<file path="config.mk">
export PLATFORM = sky130hd
export DESIGN_NAME = crc32_after_header_skip
export DESIGN_NICKNAME = d
export VERILOG_FILES = /design/src/rtl/crc32hs_pkg.sv /design/src/rtl/crc32hs_in_reg.sv /design/src/rtl/crc32hs_engine.sv /design/src/rtl/crc32_after_header_skip.sv
export SDC_FILE = /design/constraint.sdc
export NUM_CORES = 1
export LEC_CHECK = 0
export ABC_AREA = 1
export BUFFER_PORTS_ARGS = -buffer_cell sky130_fd_sc_hd__buf_2
export CAP_MARGIN = 20
export CORE_MARGIN = 2
export CORE_UTILIZATION = 50
export DETAILED_ROUTE_END_ITERATION = 8
export PLACE_DENSITY = 0.7
export SLEW_MARGIN = 40
export SYNTH_ARGS = -nofsm -noshare
export SYNTH_HDL_FRONTEND = slang
export SYNTH_HIERARCHICAL = 1
export SYNTH_SLANG_ARGS = --single-unit
</file>
<file path="constraint.sdc">
create_clock -name aclk -period 3.6 [get_ports aclk]
set_input_delay 0.54 -clock aclk [delete_from_list [all_inputs] [get_ports aclk]]
set_output_delay 0.54 -clock aclk [all_outputs]
set_load 0.02 [all_outputs]
</file>
<file path="src/rtl/crc32hs_pkg.sv">
package crc32hs_pkg;

    localparam logic [31:0] CRC_ALL_ONES       = 32'hFFFF_FFFF;
    localparam logic [31:0] CRC_POLY_REFLECTED = 32'hEDB8_8320;
    localparam logic [7:0]  HEADER_SKIP_RESET  = 8'd16;

    // one input beat as held in the input register
    typedef struct packed {
        logic [7:0] data_byte;
        logic       first_of_file;
        logic       last_of_file;
    } item_t;

    // reflected crc-32, one byte folded in, lsb first
    function automatic logic [31:0] crc_update_byte(input logic [31:0] crc,
                                                    input logic [7:0]  data);
        logic [31:0] c;
        c = crc ^ {24'd0, data};
        for (int i = 0; i < 8; i++) begin
            if (c[0]) begin
                c = (c >> 1) ^ CRC_POLY_REFLECTED;
            end else begin
                c = c >> 1;
            end
        end
        return c;
    endfunction

endpackage

</file>
<file path="src/rtl/crc32hs_in_reg.sv">
module crc32hs_in_reg
    import crc32hs_pkg::*;
(
    input  logic       aclk,
    input  logic       aresetn,
    input  logic       s_valid,
    output logic       s_ready,
    input  logic [7:0] s_data_byte,
    input  logic       s_first_of_file,
    input  logic       s_last_of_file,
    output logic       item_valid,
    output item_t      item,
    input  logic       item_take
);

    logic  valid_reg;
    logic  valid_next;
    item_t item_reg;

    // register is free when empty or when its beat moves on this cycle
    assign s_ready    = !valid_reg || item_take;
    assign valid_next = s_valid || (valid_reg && !item_take);

    always_ff @(posedge aclk) begin
        if (!aresetn) begin
            valid_reg <= 1'b0;
        end else if (s_ready) begin
            valid_reg <= valid_next;
        end
    end

    // payload needs no reset
    always_ff @(posedge aclk) begin
        if (s_valid && s_ready) begin
            item_reg <= '{data_byte: s_data_byte,
                          first_of_file: s_first_of_file,
                          last_of_file: s_last_of_file};
        end
    end

    assign item_valid = valid_reg;
    assign item       = item_reg;

endmodule

</file>
<file path="src/rtl/crc32hs_engine.sv">
module crc32hs_engine
    import crc32hs_pkg::*;
(
    input  logic        aclk,
    input  logic        aresetn,
    input  logic        item_valid,
    input  item_t       item,
    output logic        item_take,
    input  logic        cfg_valid,
    input  logic [7:0]  cfg_data,
    output logic        m_valid,
    input  logic        m_ready,
    output logic [31:0] m_crc_value
);

    logic [7:0]  skip_reg;
    logic [31:0] crc_reg;
    logic [31:0] crc_next;
    logic [7:0]  left_reg;
    logic [7:0]  left_next;
    logic        m_valid_reg;
    logic [31:0] result_reg;

    logic [31:0] crc_start;
    logic [7:0]  left_start;
    logic [31:0] crc_upd;
    logic        fire;
    logic        out_free;

    // header skip count, taken at each restart
    always_ff @(posedge aclk) begin
        if (!aresetn) begin
            skip_reg <= HEADER_SKIP_RESET;
        end else if (cfg_valid) begin
            skip_reg <= cfg_data;
        end
    end

    // a last beat needs room in the result register
    assign out_free  = !m_valid_reg || m_ready;
    assign item_take = !item.last_of_file || out_free;
    assign fire      = item_valid && item_take;

    // restart on first mark, then skip or hash the byte
    always_comb begin
        crc_start  = item.first_of_file ? CRC_ALL_ONES : crc_reg;
        left_start = item.first_of_file ? skip_reg : left_reg;
        crc_upd    = crc_start;
        left_next  = left_start;
        if (left_start != 8'd0) begin
            left_next = left_start - 8'd1;
        end else begin
            crc_upd = crc_update_byte(crc_start, item.data_byte);
        end
        crc_next = crc_upd;
        // rearm after the last byte
        if (item.last_of_file) begin
            crc_next  = CRC_ALL_ONES;
            left_next = skip_reg;
        end
    end

    always_ff @(posedge aclk) begin
        if (!aresetn) begin
            crc_reg  <= CRC_ALL_ONES;
            left_reg <= 8'd0;
        end else if (fire) begin
            crc_reg  <= crc_next;
            left_reg <= left_next;
        end
    end

    // result register
    always_ff @(posedge aclk) begin
        if (!aresetn) begin
            m_valid_reg <= 1'b0;
        end else if (fire && item.last_of_file) begin
            m_valid_reg <= 1'b1;
        end else if (m_ready) begin
            m_valid_reg <= 1'b0;
        end
    end

    always_ff @(posedge aclk) begin
        if (fire && item.last_of_file) begin
            result_reg <= ~crc_upd;
        end
    end

    assign m_valid     = m_valid_reg;
    assign m_crc_value = result_reg;

    // checks
    a_last_gives_result: assert property (@(posedge aclk) disable iff (!aresetn)
        fire && item.last_of_file |=> m_valid_reg)
        else $error("last beat did not load the result register");

    a_rearm_after_last: assert property (@(posedge aclk) disable iff (!aresetn)
        fire && item.last_of_file |=> crc_reg == CRC_ALL_ONES)
        else $error("crc not rearmed after last beat");

    a_header_count_down: assert property (@(posedge aclk) disable iff (!aresetn)
        fire && !item.last_of_file && left_start != 8'd0
        |=> left_reg == $past(left_start) - 8'd1 && crc_reg == $past(crc_start))
        else $error("header byte not skipped correctly");

    a_state_holds: assert property (@(posedge aclk) disable iff (!aresetn)
        !fire |=> $stable(crc_reg) && $stable(left_reg))
        else $error("crc state moved without a beat");

    a_no_overwrite: assert property (@(posedge aclk) disable iff (!aresetn)
        m_valid_reg && !m_ready |-> !(fire && item.last_of_file))
        else $error("result overwritten before being taken");

endmodule

</file>
<file path="src/rtl/crc32_after_header_skip.sv">
// CRC-32 (reflected, polynomial 0xEDB88320, start all ones, final inversion)
// over each file of a byte stream, after discarding the first header_skip
// bytes of the file (16 after reset). One byte is taken every clock cycle,
// save while a last-marked beat waits: a beat sits in the input register, then
// a single byte-wide CRC update moves it into the running state, and on a
// last-marked beat m_valid rises the cycle after the update. A result waiting
// on m_ready holds back only the next last-marked beat; other bytes keep
// flowing. A file no longer than its header gives 0. After a last byte the
// block rearms, so a following byte without a first mark starts a new file.
// header_skip is written through cfg_valid/cfg_data and takes effect at the
// next file start.
module crc32_after_header_skip
    import crc32hs_pkg::*;
(
    input  logic        aclk,
    input  logic        aresetn,
    input  logic        s_valid,
    output logic        s_ready,
    input  logic [7:0]  s_data_byte,
    input  logic        s_first_of_file,
    input  logic        s_last_of_file,
    output logic        m_valid,
    input  logic        m_ready,
    output logic [31:0] m_crc_value,
    input  logic        cfg_valid,
    output logic        cfg_ready,
    input  logic [7:0]  cfg_data
);

    logic  item_valid;
    item_t item;
    logic  item_take;

    // register writes always land at once
    assign cfg_ready = 1'b1;

    crc32hs_in_reg u_in_reg (
        .aclk            (aclk),
        .aresetn         (aresetn),
        .s_valid         (s_valid),
        .s_ready         (s_ready),
        .s_data_byte     (s_data_byte),
        .s_first_of_file (s_first_of_file),
        .s_last_of_file  (s_last_of_file),
        .item_valid      (item_valid),
        .item            (item),
        .item_take       (item_take)
    );

    crc32hs_engine u_engine (
        .aclk        (aclk),
        .aresetn     (aresetn),
        .item_valid  (item_valid),
        .item        (item),
        .item_take   (item_take),
        .cfg_valid   (cfg_valid),
        .cfg_data    (cfg_data),
        .m_valid     (m_valid),
        .m_ready     (m_ready),
        .m_crc_value (m_crc_value)
    );

endmodule
</file>
==> results.sh, run 1 <==
export IMPL_drt_iter0_drc=219
export IMPL_initial_core_util=0.506
export IMPL_setup_violations=0
export IMPL_power_total_mw=2.39
export IMPL_grt_max_degree=61
export IMPL_port_buffers=56
export IMPL_grt_setup_unrepaired="false"
export IMPL_ys_flop_type="dfxtp_1"
export IMPL_fin_tns_setup_ns=0
export IMPL_setup_slack_ns=0.763
export IMPL_max_vdd_ir_drop_uv=221
export IMPL_final_core_util=0.560
export IMPL_multi_input_comb_area_um2=2520
export IMPL_first_global_vias=4180
export IMPL_leakagePower_nw=2.60
export IMPL_yosysTopAreaCell="edfxtp_1"
export IMPL_final_cell_area_um2=5700
export IMPL_syn_to_final_growth_pct=10.6
export IMPL_cts_buffers=9
export IMPL_antenna_found_initial=0
export IMPL_pin_count=58
export IMPL_clock_sinks=92
export IMPL_fin_crit_sh=0.788
export IMPL_yosysMostFrequentCell="nand2_1"
export IMPL_dpl_cell_area_um2=5490
export IMPL_min_delay_path_class="in -> reg"
export IMPL_synthCells=658
export IMPL_wirelength_mm=12.3
export IMPL_whs_ns=0.348
export IMPL_synth_area_leaders="edfxtp_1 (24%), dfxtp_1 (19%), nand2_1 (14%), xor2_1 (5.9%), a21oi_1 (4.7%)"
export IMPL_yosysWarnings=6
export IMPL_cts_buffer_depth=2
export IMPL_n_fill_cell=957
export IMPL_ctsHoldBuffers=0
export IMPL_cts_setup_buffers=0
export IMPL_crit_fanout=23
export IMPL_cp_end_kind="flip-flop"
export IMPL_fin_cells=847
export IMPL_gp_congestion=0.927
export IMPL_fin_skew_ns=0.0140
export IMPL_grt_pass1_wl_mm=20.7
export IMPL_p_comb_frac=0.199
export IMPL_ctsResizeCount=0
export IMPL_p_switching_mw=0.744
export IMPL_syn_area_per_cell_um2=7.84
export IMPL_clock_latency_ns=0.36
export IMPL_register_area_um2=2260
export IMPL_synthTopCellsByCount="nand2_1 (198), dfxtp_1 (50), inv_1 (49), a21oi_1 (48), nand3_1 (43)"
export IMPL_vias=4475
export IMPL_cts_max_level=3
export IMPL_dp_hpwl_mm=9.00
export IMPL_nets=731
export IMPL_swShare=0.311
export IMPL_ant_nets=0
export IMPL_cp_required_ns=3.70
export IMPL_dieArea_um2=11100
export IMPL_internal_power_mw=1.65
export IMPL_viasPerCell=5.28
export IMPL_max_cap_viol_count=0
export IMPL_critPathLaunchType="flip-flop"
export IMPL_hold_viol_final=0
export IMPL_dr_pass1_iters=5
export IMPL_slew_viol_final=0
export IMPL_outcome="completed"
export IMPL_powerDensity_nw_per_um2=420
export IMPL_layout_drive_gt1_share=0.193
export IMPL_slew_headroom=0.536
export IMPL_fin_crit_ns=2.84
export IMPL_synth_seq_area_share=0.439
export IMPL_place_ws_ns=0.766
export IMPL_rows=37
export IMPL_clk_pin_slew_ns=0.10
export IMPL_crit_type="reg -> reg"
export IMPL_max_freq_ghz=0.353
export IMPL_synth_area_um2=5160
export IMPL_p_seq_frac=0.493
export IMPL_worstPathArrival_ns=2.94
export IMPL_dp_cells=831
export IMPL_ys_ff_latch=92
export IMPL_synthArstFlopShare=0
export IMPL_n_antenna_cell=0
export IMPL_die_h_um=106
export IMPL_worstMarginPinSlew_ns=0.693
export IMPL_chipWidth_um=106
export IMPL_cts_tree="yes"
export IMPL_synth_edf_count=42
export IMPL_core_area_um2=10200
export IMPL_syn_nets=683
export IMPL_pwr_share_clk=0.307
export IMPL_cts_root_buf="clkbuf_8"
export IMPL_overflow=0
export IMPL_netlist_cell_type_count=40
export IMPL_drc=0
export IMPL_wire_per_inst_um=14.5
export IMPL_synth_top_area_share=0.245
export IMPL_track_usage=0.232
## cells by family (layout without fill, tap and decap cells)
family / Yosys count / in the layout / synth area share
compound gates: 115 / 115 / 0.124
fa+ha+maj: 2 / 2 / 0.00485
other cells: 1 / 1 / 0.000727
flops: 92 / 92 / 0.439
xor+xnor: 45 / 45 / 0.0823
simple gates: 323 / 323 / 0.275
buf+inv: 80 / 133 / 0.0745
## final cells by class
type	instances	area share
clock inverter	5	0.00724
inverter	55	0.0367
sequential	92	0.397
tap	136	0.0299
timing repair buffer	62	0.0571
clock buffer	11	0.0305
multi-input combinational	486	0.442
## placed cells by master, fill, tap and decap left out, drive strengths merged, types with 4 or more instances in the layout
master,Yosys,layout
a21oi,50,50
a31oi,5,5
buf,15,62
clkbuf,10,11
dfxtp,50,50
edfxtp,42,42
inv,55,60
nand2,216,216
nand3,45,45
nand3b,4,4
nor2,51,51
o21ai,58,58
or2,5,5
xnor2,8,8
xor2,37,37
## per-layer routing
layer  wire length [µm]  up-vias  GRT usage
li1                   -     2228          -
met1               5600     2109      0.307
met4                322        0     0.0883
met2               5900      116      0.393
met5                  0        -          0
met3                444       22     0.0247
## path summary, 6_finish.rpt
kind	startpoint	endpoint	slack [ns]	cells past startpoint
min reg2reg	u_engine/skip_reg[7]$_SDFFE_PN0P_	u_engine/skip_reg[7]$_SDFFE_PN0P_	0.48	2
max reg2reg	u_in_reg/item[1]$_DFFE_PP_	u_engine/m_crc_value[26]$_DFFE_PP_	0.76	12
min	s_last_of_file	u_in_reg/item[0]$_DFFE_PP_	0.35	1
max	u_in_reg/item[1]$_DFFE_PP_	u_engine/m_crc_value[26]$_DFFE_PP_	0.76	12
## power groups by stage
stage          Clock (mW)  Sequential, mW  Combinational [mW]
6_report            0.735            1.18               0.478
5_1_grt             0.799            1.19               0.536
4_1_cts             0.748            1.18               0.475
3_5_place_dp            0            1.21               0.473
3_3_place_gp            0            1.20               0.464
2_1_floorplan           0            1.21               0.354
## critical path, stage by stage (launching register included)
cell      delay, ns
edfxtp_1       0.78
buf_4          0.44
inv_2          0.13
nand2_1        0.15
nand2_1        0.06
nand2_1        0.22
nand2_1        0.10
nand2_2        0.20
nand2_2        0.10
nand2_2        0.10
nor2_1         0.08
nand3_1        0.10
nand3_2        0.10
No activity file was read; power rests on OpenSTA's default activity.
==> run 2: changes to the inputs <==
==> constraint.sdc (replaced) <==
create_clock -name aclk -period 2.8 [get_ports aclk]
set_input_delay 0.42 -clock aclk [delete_from_list [all_inputs] [get_ports aclk]]
set_output_delay 0.42 -clock aclk [all_outputs]
set_load 0.02 [all_outputs]
==> results.sh, run 2 (same netlist as run 1, synthesis figures left out) <==
export IMPL_ant_nets=0
export IMPL_pin_count=58
export IMPL_outcome="completed"
export IMPL_initial_core_util=0.506
export IMPL_dieArea_um2=11100
export IMPL_antenna_found_initial=0
export IMPL_fin_cells=857
export IMPL_dr_pass1_iters=5
export IMPL_vias=4444
export IMPL_viasPerCell=5.19
export IMPL_syn_to_final_growth_pct=12.5
export IMPL_slew_viol_final=0
export IMPL_leakagePower_nw=2.66
export IMPL_critPathLaunch="u_in_reg/item[1]$_DFFE_PP_"
export IMPL_critPathMaxStageDelay_ns=0.50
export IMPL_cts_root_buf="clkbuf_8"
export IMPL_clk_pin_slew_ns=0.09
export IMPL_cts_tree="yes"
export IMPL_fin_crit_sh=0.887
export IMPL_layout_drive_gt1_share=0.200
export IMPL_wire_per_inst_um=14.9
export IMPL_core_area_um2=10200
export IMPL_rows=37
export IMPL_die_h_um=106
export IMPL_crit_type="reg -> reg"
export IMPL_nets=741
export IMPL_reg2reg_slack_ns=0.32
export IMPL_clock_latency_ns=0.36
export IMPL_dp_hpwl_mm=9.35
export IMPL_final_cell_mix="nand2_1 (197), buf_2 (56), dfxtp_1 (50)"
export IMPL_clock_sinks=92
export IMPL_ff2ff_path_depth=11
export IMPL_grt_max_degree=61
export IMPL_max_vdd_ir_drop_uv=425
export IMPL_critPathCapture="u_engine/crc_reg[5]$_SDFFE_PN1P_"
export IMPL_max_cap_viol_count=0
export IMPL_worstPathCellList="buf_4 -> o21ai_1 -> ha_1 -> inv_1 -> nor2_1 -> nand2_2 -> buf_4 -> nor2_1 -> nand2_1 -> nand3_1 -> o21ai_1"
export IMPL_critPathLaunchType="flip-flop"
export IMPL_crit_fanout=28
export IMPL_r2r_end="u_engine/crc_reg[5]$_SDFFE_PN1P_"
export IMPL_grt_setup_unrepaired="false"
export IMPL_slew_headroom=0.575
export IMPL_cp_required_ns=3.03
export IMPL_chipWidth_um=106
export IMPL_layout_commonest_cell="nand2_1"
export IMPL_fin_tns_setup_ns=0
export IMPL_track_usage=0.240
export IMPL_min_delay_path_class="in -> reg"
export IMPL_r2r_start="u_in_reg/item[1]$_DFFE_PP_"
export IMPL_whs_ns=0.227
export IMPL_n_fill_cell=946
export IMPL_final_core_util=0.570
export IMPL_register_area_um2=2260
export IMPL_gp_congestion=0.937
export IMPL_crit_slowest_cell="edfxtp_1"
export IMPL_critPathTopFamily="simple AND/OR/NAND/NOR gates"
export IMPL_multi_input_comb_area_um2=2520
export IMPL_setup_violations=0
export IMPL_first_global_vias=4205
export IMPL_worstPathArrival_ns=2.71
export IMPL_cts_max_level=3
export IMPL_hold_viol_final=0
export IMPL_fin_crit_ns=2.48
export IMPL_cts_buffer_depth=2
export IMPL_dp_cells=836
export IMPL_cp_end_kind="flip-flop"
export IMPL_fin_skew_ns=0.00926
export IMPL_grt_pass1_wl_mm=21.0
export IMPL_drt_iter0_drc=246
export IMPL_cts_buffers=9
export IMPL_powerDensity_nw_per_um2=554
export IMPL_worstMarginPinSlew_ns=0.638
export IMPL_wirelength_mm=12.8
export IMPL_path_depth=11
export IMPL_port_buffers=56
export IMPL_max_freq_ghz=0.403
export IMPL_n_antenna_cell=0
export IMPL_drc=0
export IMPL_overflow=0
export IMPL_place_ws_ns=0.0837
export IMPL_cp_num_buf_inv=3
export IMPL_setup_slack_ns=0.318
[run 2: area by class of cell]
cell class | count | share of cell area
multi-input combinational | 486 | 0.434
sequential | 92 | 0.390
timing repair buffer | 72 | 0.0690
inverter | 55 | 0.0360
tap | 136 | 0.0293
clock buffer | 10 | 0.0220
clock inverter | 6 | 0.0192
[run 2: worst min-delay path by stage]
stage,from,end,slack [ns],cells after the start
global route,s_data_byte[0],u_in_reg/item[2]$_DFFE_PP_,0.20,1
detailed placement,u_engine/crc_reg[17]$_SDFFE_PN1P_,u_engine/crc_reg[17]$_SDFFE_PN1P_,0.45,2
global placement,u_engine/crc_reg[21]$_SDFFE_PN1P_,u_engine/crc_reg[21]$_SDFFE_PN1P_,0.45,2
finish,s_data_byte[4],u_in_reg/item[6]$_DFFE_PP_,0.23,1
floorplan,u_engine/crc_reg[17]$_SDFFE_PN1P_,u_engine/crc_reg[17]$_SDFFE_PN1P_,0.44,2
CTS,s_data_byte[1],u_in_reg/item[3]$_DFFE_PP_,0.20,1
[run 2: routing by layer]
metal / GRT usage / vias up / part of all wire
met4: 0.0818 / 0 / 0.021
met5: 0 / - / 0
met2: 0.406 / 140 / 0.48
met1: 0.307 / 2034 / 0.44
met3: 0.0464 / 21 / 0.053
li1: - / 2249 / -
[run 2: worst reg2reg max path: stages (launching register included)]
cell      delay (ns)
edfxtp_1        0.50
buf_4           0.22
o21ai_1         0.27
ha_1            0.21
inv_1           0.04
nor2_1          0.12
nand2_2         0.09
buf_4           0.25
nor2_1          0.34
nand2_1         0.12
nand3_1         0.13
o21ai_1         0.07
[run 2: power by group]
group,leakage (nW),switching (mW),internal (mW)
Clock,0.119,0.468,0.595
Combinational,1.72,0.421,0.211
Sequential,0.815,0.0393,1.48
Total,2.66,0.928,2.28
[run 2: what timing repair did]
action	4_1_cts	5_1_grt
gates resized for setup	0	1
endpoints found under the setup margin	0	22
setup buffers	0	5
hold buffers	0	0
[run 2: per-stage QoR]
| step | power, mW | instance area (µm²) |
|---|---|---|
| 5_1_grt | 3.37 | 5800 |
| 6_report | 3.21 | 5800 |
| 3_3_place_gp | 2.16 | 5520 |
| 4_1_cts | 3.23 | 5760 |
| 2_1_floorplan | 2.01 | 5160 |
| 3_5_place_dp | 2.17 | 5520 |
==> run 3: changes to the inputs <==
--- a/config.mk
+++ b/config.mk
@@ -11,7 +11,7 @@
 export CORE_MARGIN = 2
 export CORE_UTILIZATION = 50
 export DETAILED_ROUTE_END_ITERATION = 8
-export PLACE_DENSITY = 0.7
+export PLACE_DENSITY = 0.73
 export SLEW_MARGIN = 40
 export SYNTH_ARGS = -nofsm -noshare
 export SYNTH_HDL_FRONTEND = slang
==> constraint.sdc (replaced) <==
create_clock -name aclk -period 2.14 [get_ports aclk]
set_input_delay 0.321 -clock aclk [delete_from_list [all_inputs] [get_ports aclk]]
set_output_delay 0.321 -clock aclk [all_outputs]
set_load 0.02 [all_outputs]
==> results.sh, run 3 (same netlist as run 1, synthesis figures left out) <==
export IMPL_outcome="completed"
export IMPL_final_cell_area_um2=6260
export IMPL_cts_buffers=9
export IMPL_syn_to_final_growth_pct=21.4
export IMPL_critPathLaunchType="flip-flop"
export IMPL_crit_slowest_cell="edfxtp_1"
export IMPL_port_buffers=56
export IMPL_crit_fanout=6
export IMPL_max_vdd_ir_drop_uv=360
export IMPL_die_h_um=106
export IMPL_fin_skew_ns=0.00802
export IMPL_critPathMaxStageDelay_ns=0.47
export IMPL_whs_ns=0.124
export IMPL_cts_tree="yes"
export IMPL_crit_type="reg -> reg"
export IMPL_cts_max_level=3
export IMPL_initial_core_util=0.506
export IMPL_viasPerCell=5.15
export IMPL_critPathTopFamily="buffers and inverters"
export IMPL_layout_commonest_cell="nand2_1"
export IMPL_grt_setup_unrepaired="true"
export IMPL_drt_iter0_drc=318
export IMPL_fin_crit_ns=2.10
export IMPL_max_cap_viol_count=0
export IMPL_holdPathStages=1
export IMPL_wire_per_inst_um=14.5
export IMPL_ff2ff_path_depth=10
export IMPL_first_global_vias=4423
export IMPL_clk_pin_slew_ns=0.09
export IMPL_chipWidth_um=106
export IMPL_powerDensity_nw_per_um2=638
export IMPL_antenna_found_initial=0
export IMPL_ant_nets=0
export IMPL_cp_required_ns=2.25
export IMPL_path_depth=10
export IMPL_dr_pass1_iters=5
export IMPL_dp_hpwl_mm=9.60
export IMPL_cts_buffer_depth=2
export IMPL_cp_num_buf_inv=4
export IMPL_worstPathArrival_ns=2.22
export IMPL_hold_viol_final=0
export IMPL_clock_sinks=92
export IMPL_dpl_cell_area_um2=5830
export IMPL_max_freq_ghz=0.476
export IMPL_n_antenna_cell=0
export IMPL_vias=4626
export IMPL_fin_crit_sh=0.982
export IMPL_min_delay_path_class="in -> reg"
export IMPL_reg2reg_slack_ns=0.04
export IMPL_cts_root_buf="clkbuf_8"
export IMPL_dieArea_um2=11100
export IMPL_drc=0
export IMPL_pin_count=58
export IMPL_worstMarginPinSlew_ns=0.612
export IMPL_leakagePower_nw=2.88
export IMPL_clock_latency_ns=0.37
export IMPL_worstPathCellList="buf_4 -> clkbuf_16 -> o21ai_1 -> nand2_2 -> nand2_2 -> nand2_4 -> buf_12 -> buf_4 -> xor2_1 -> a21oi_2"
export IMPL_final_cell_mix="nand2_1 (181), buf_2 (56), buf_4 (53)"
export IMPL_slew_headroom=0.592
export IMPL_setup_violations=0
export IMPL_grt_max_degree=61
export IMPL_gp_congestion=0.960
export IMPL_rows=37
export IMPL_overflow=0
export IMPL_track_usage=0.245
export IMPL_slew_viol_final=0
export IMPL_cp_end_kind="flip-flop"
export IMPL_wirelength_mm=13.0
export IMPL_layout_drive_gt1_share=0.282
export IMPL_core_area_um2=10200
export IMPL_grt_pass1_wl_mm=21.6
export IMPL_n_fill_cell=913
export IMPL_nets=783
[run 3: cell types whose count changed in the layout (fill, tap and decap cells not counted), moves of 4 or more]
cell / before / now
buf_4: 16 / 53
nand2_1: 197 / 181
nand2_4: 1 / 11
clkinv_2: 0 / 6
nand2_2: 18 / 24
nor2_1: 41 / 36
nor2_2: 5 / 9
xor2_1: 35 / 31
xor2_2: 2 / 6
[run 3: layout make-up]
class	count	area, µm²	area share
Sequential cell	92	2260	0.362
Tap cell	136	170	0.0272
Inverter	55	221	0.0354
Clock inverter	7	33.8	0.00540
Clock buffer	9	124	0.0198
Timing Repair Buffer	114	774	0.124
Multi-Input combinational cell	486	2670	0.427
[run 3: through the flow]
step / worst slack, ns / power [mW] / utilization / setup TNS (ns) / cells
after global routing: -0.0397 / 4.20 / 0.614 / -0.287 / 899
after detailed placement: -0.199 / 2.93 / 0.573 / -0.721 / 875
after global placement: -0.238 / 2.91 / 0.573 / -0.962 / 875
final: 0.0379 / 3.99 / 0.614 / 0 / 899
after floorplan: 0.0307 / 2.63 / - / 0 / 658
after CTS: 0.00108 / 3.93 / 0.591 / 0 / 891
[run 3: worst register-to-register path, cell delays in order (launching register included)]
cell	delay, ns
edfxtp_1	0.47
buf_4	0.18
clkbuf_16	0.16
o21ai_1	0.17
nand2_2	0.11
nand2_2	0.10
nand2_4	0.10
buf_12	0.15
buf_4	0.12
xor2_1	0.20
a21oi_2	0.10
[run 3: metal layers]
| layer | share of wire | up-vias | global-route usage |
|---|---|---|---|
| met1 | 0.43 | 2128 | 0.309 |
| met3 | 0.046 | 25 | 0.0309 |
| met2 | 0.50 | 138 | 0.424 |
| met5 | 0 | - | 0 |
| met4 | 0.026 | 0 | 0.101 |
| li1 | - | 2335 | - |
[run 3: what timing repair did]
item | CTS | global route
cloned | 0 | 1
setup buffers | 0 | 7
hold endpoints to repair | 0 | 0
gates resized for setup | 8 | 41
pin swaps | 0 | 9
setup endpoints to repair | 11 | 64
hold buffers | 0 | 0
[run 3: where the power goes]
group | leakage, nW | internal, mW | switching (mW)
clock | 0.0897 | 0.406 | 0.606
combinational | 1.98 | 0.392 | 0.602
sequential | 0.815 | 1.93 | 0.0518
[run 3: final timing paths]
check                                     from                                 end
max                 u_in_reg/item[1]$_DFFE_PP_  u_engine/m_crc_value[28]$_DFFE_PP_
min                            s_first_of_file          u_in_reg/item[1]$_DFFE_PP_
max reg2reg         u_in_reg/item[1]$_DFFE_PP_  u_engine/m_crc_value[28]$_DFFE_PP_
min reg2reg  u_engine/skip_reg[7]$_SDFFE_PN0P_   u_engine/skip_reg[7]$_SDFFE_PN0P_
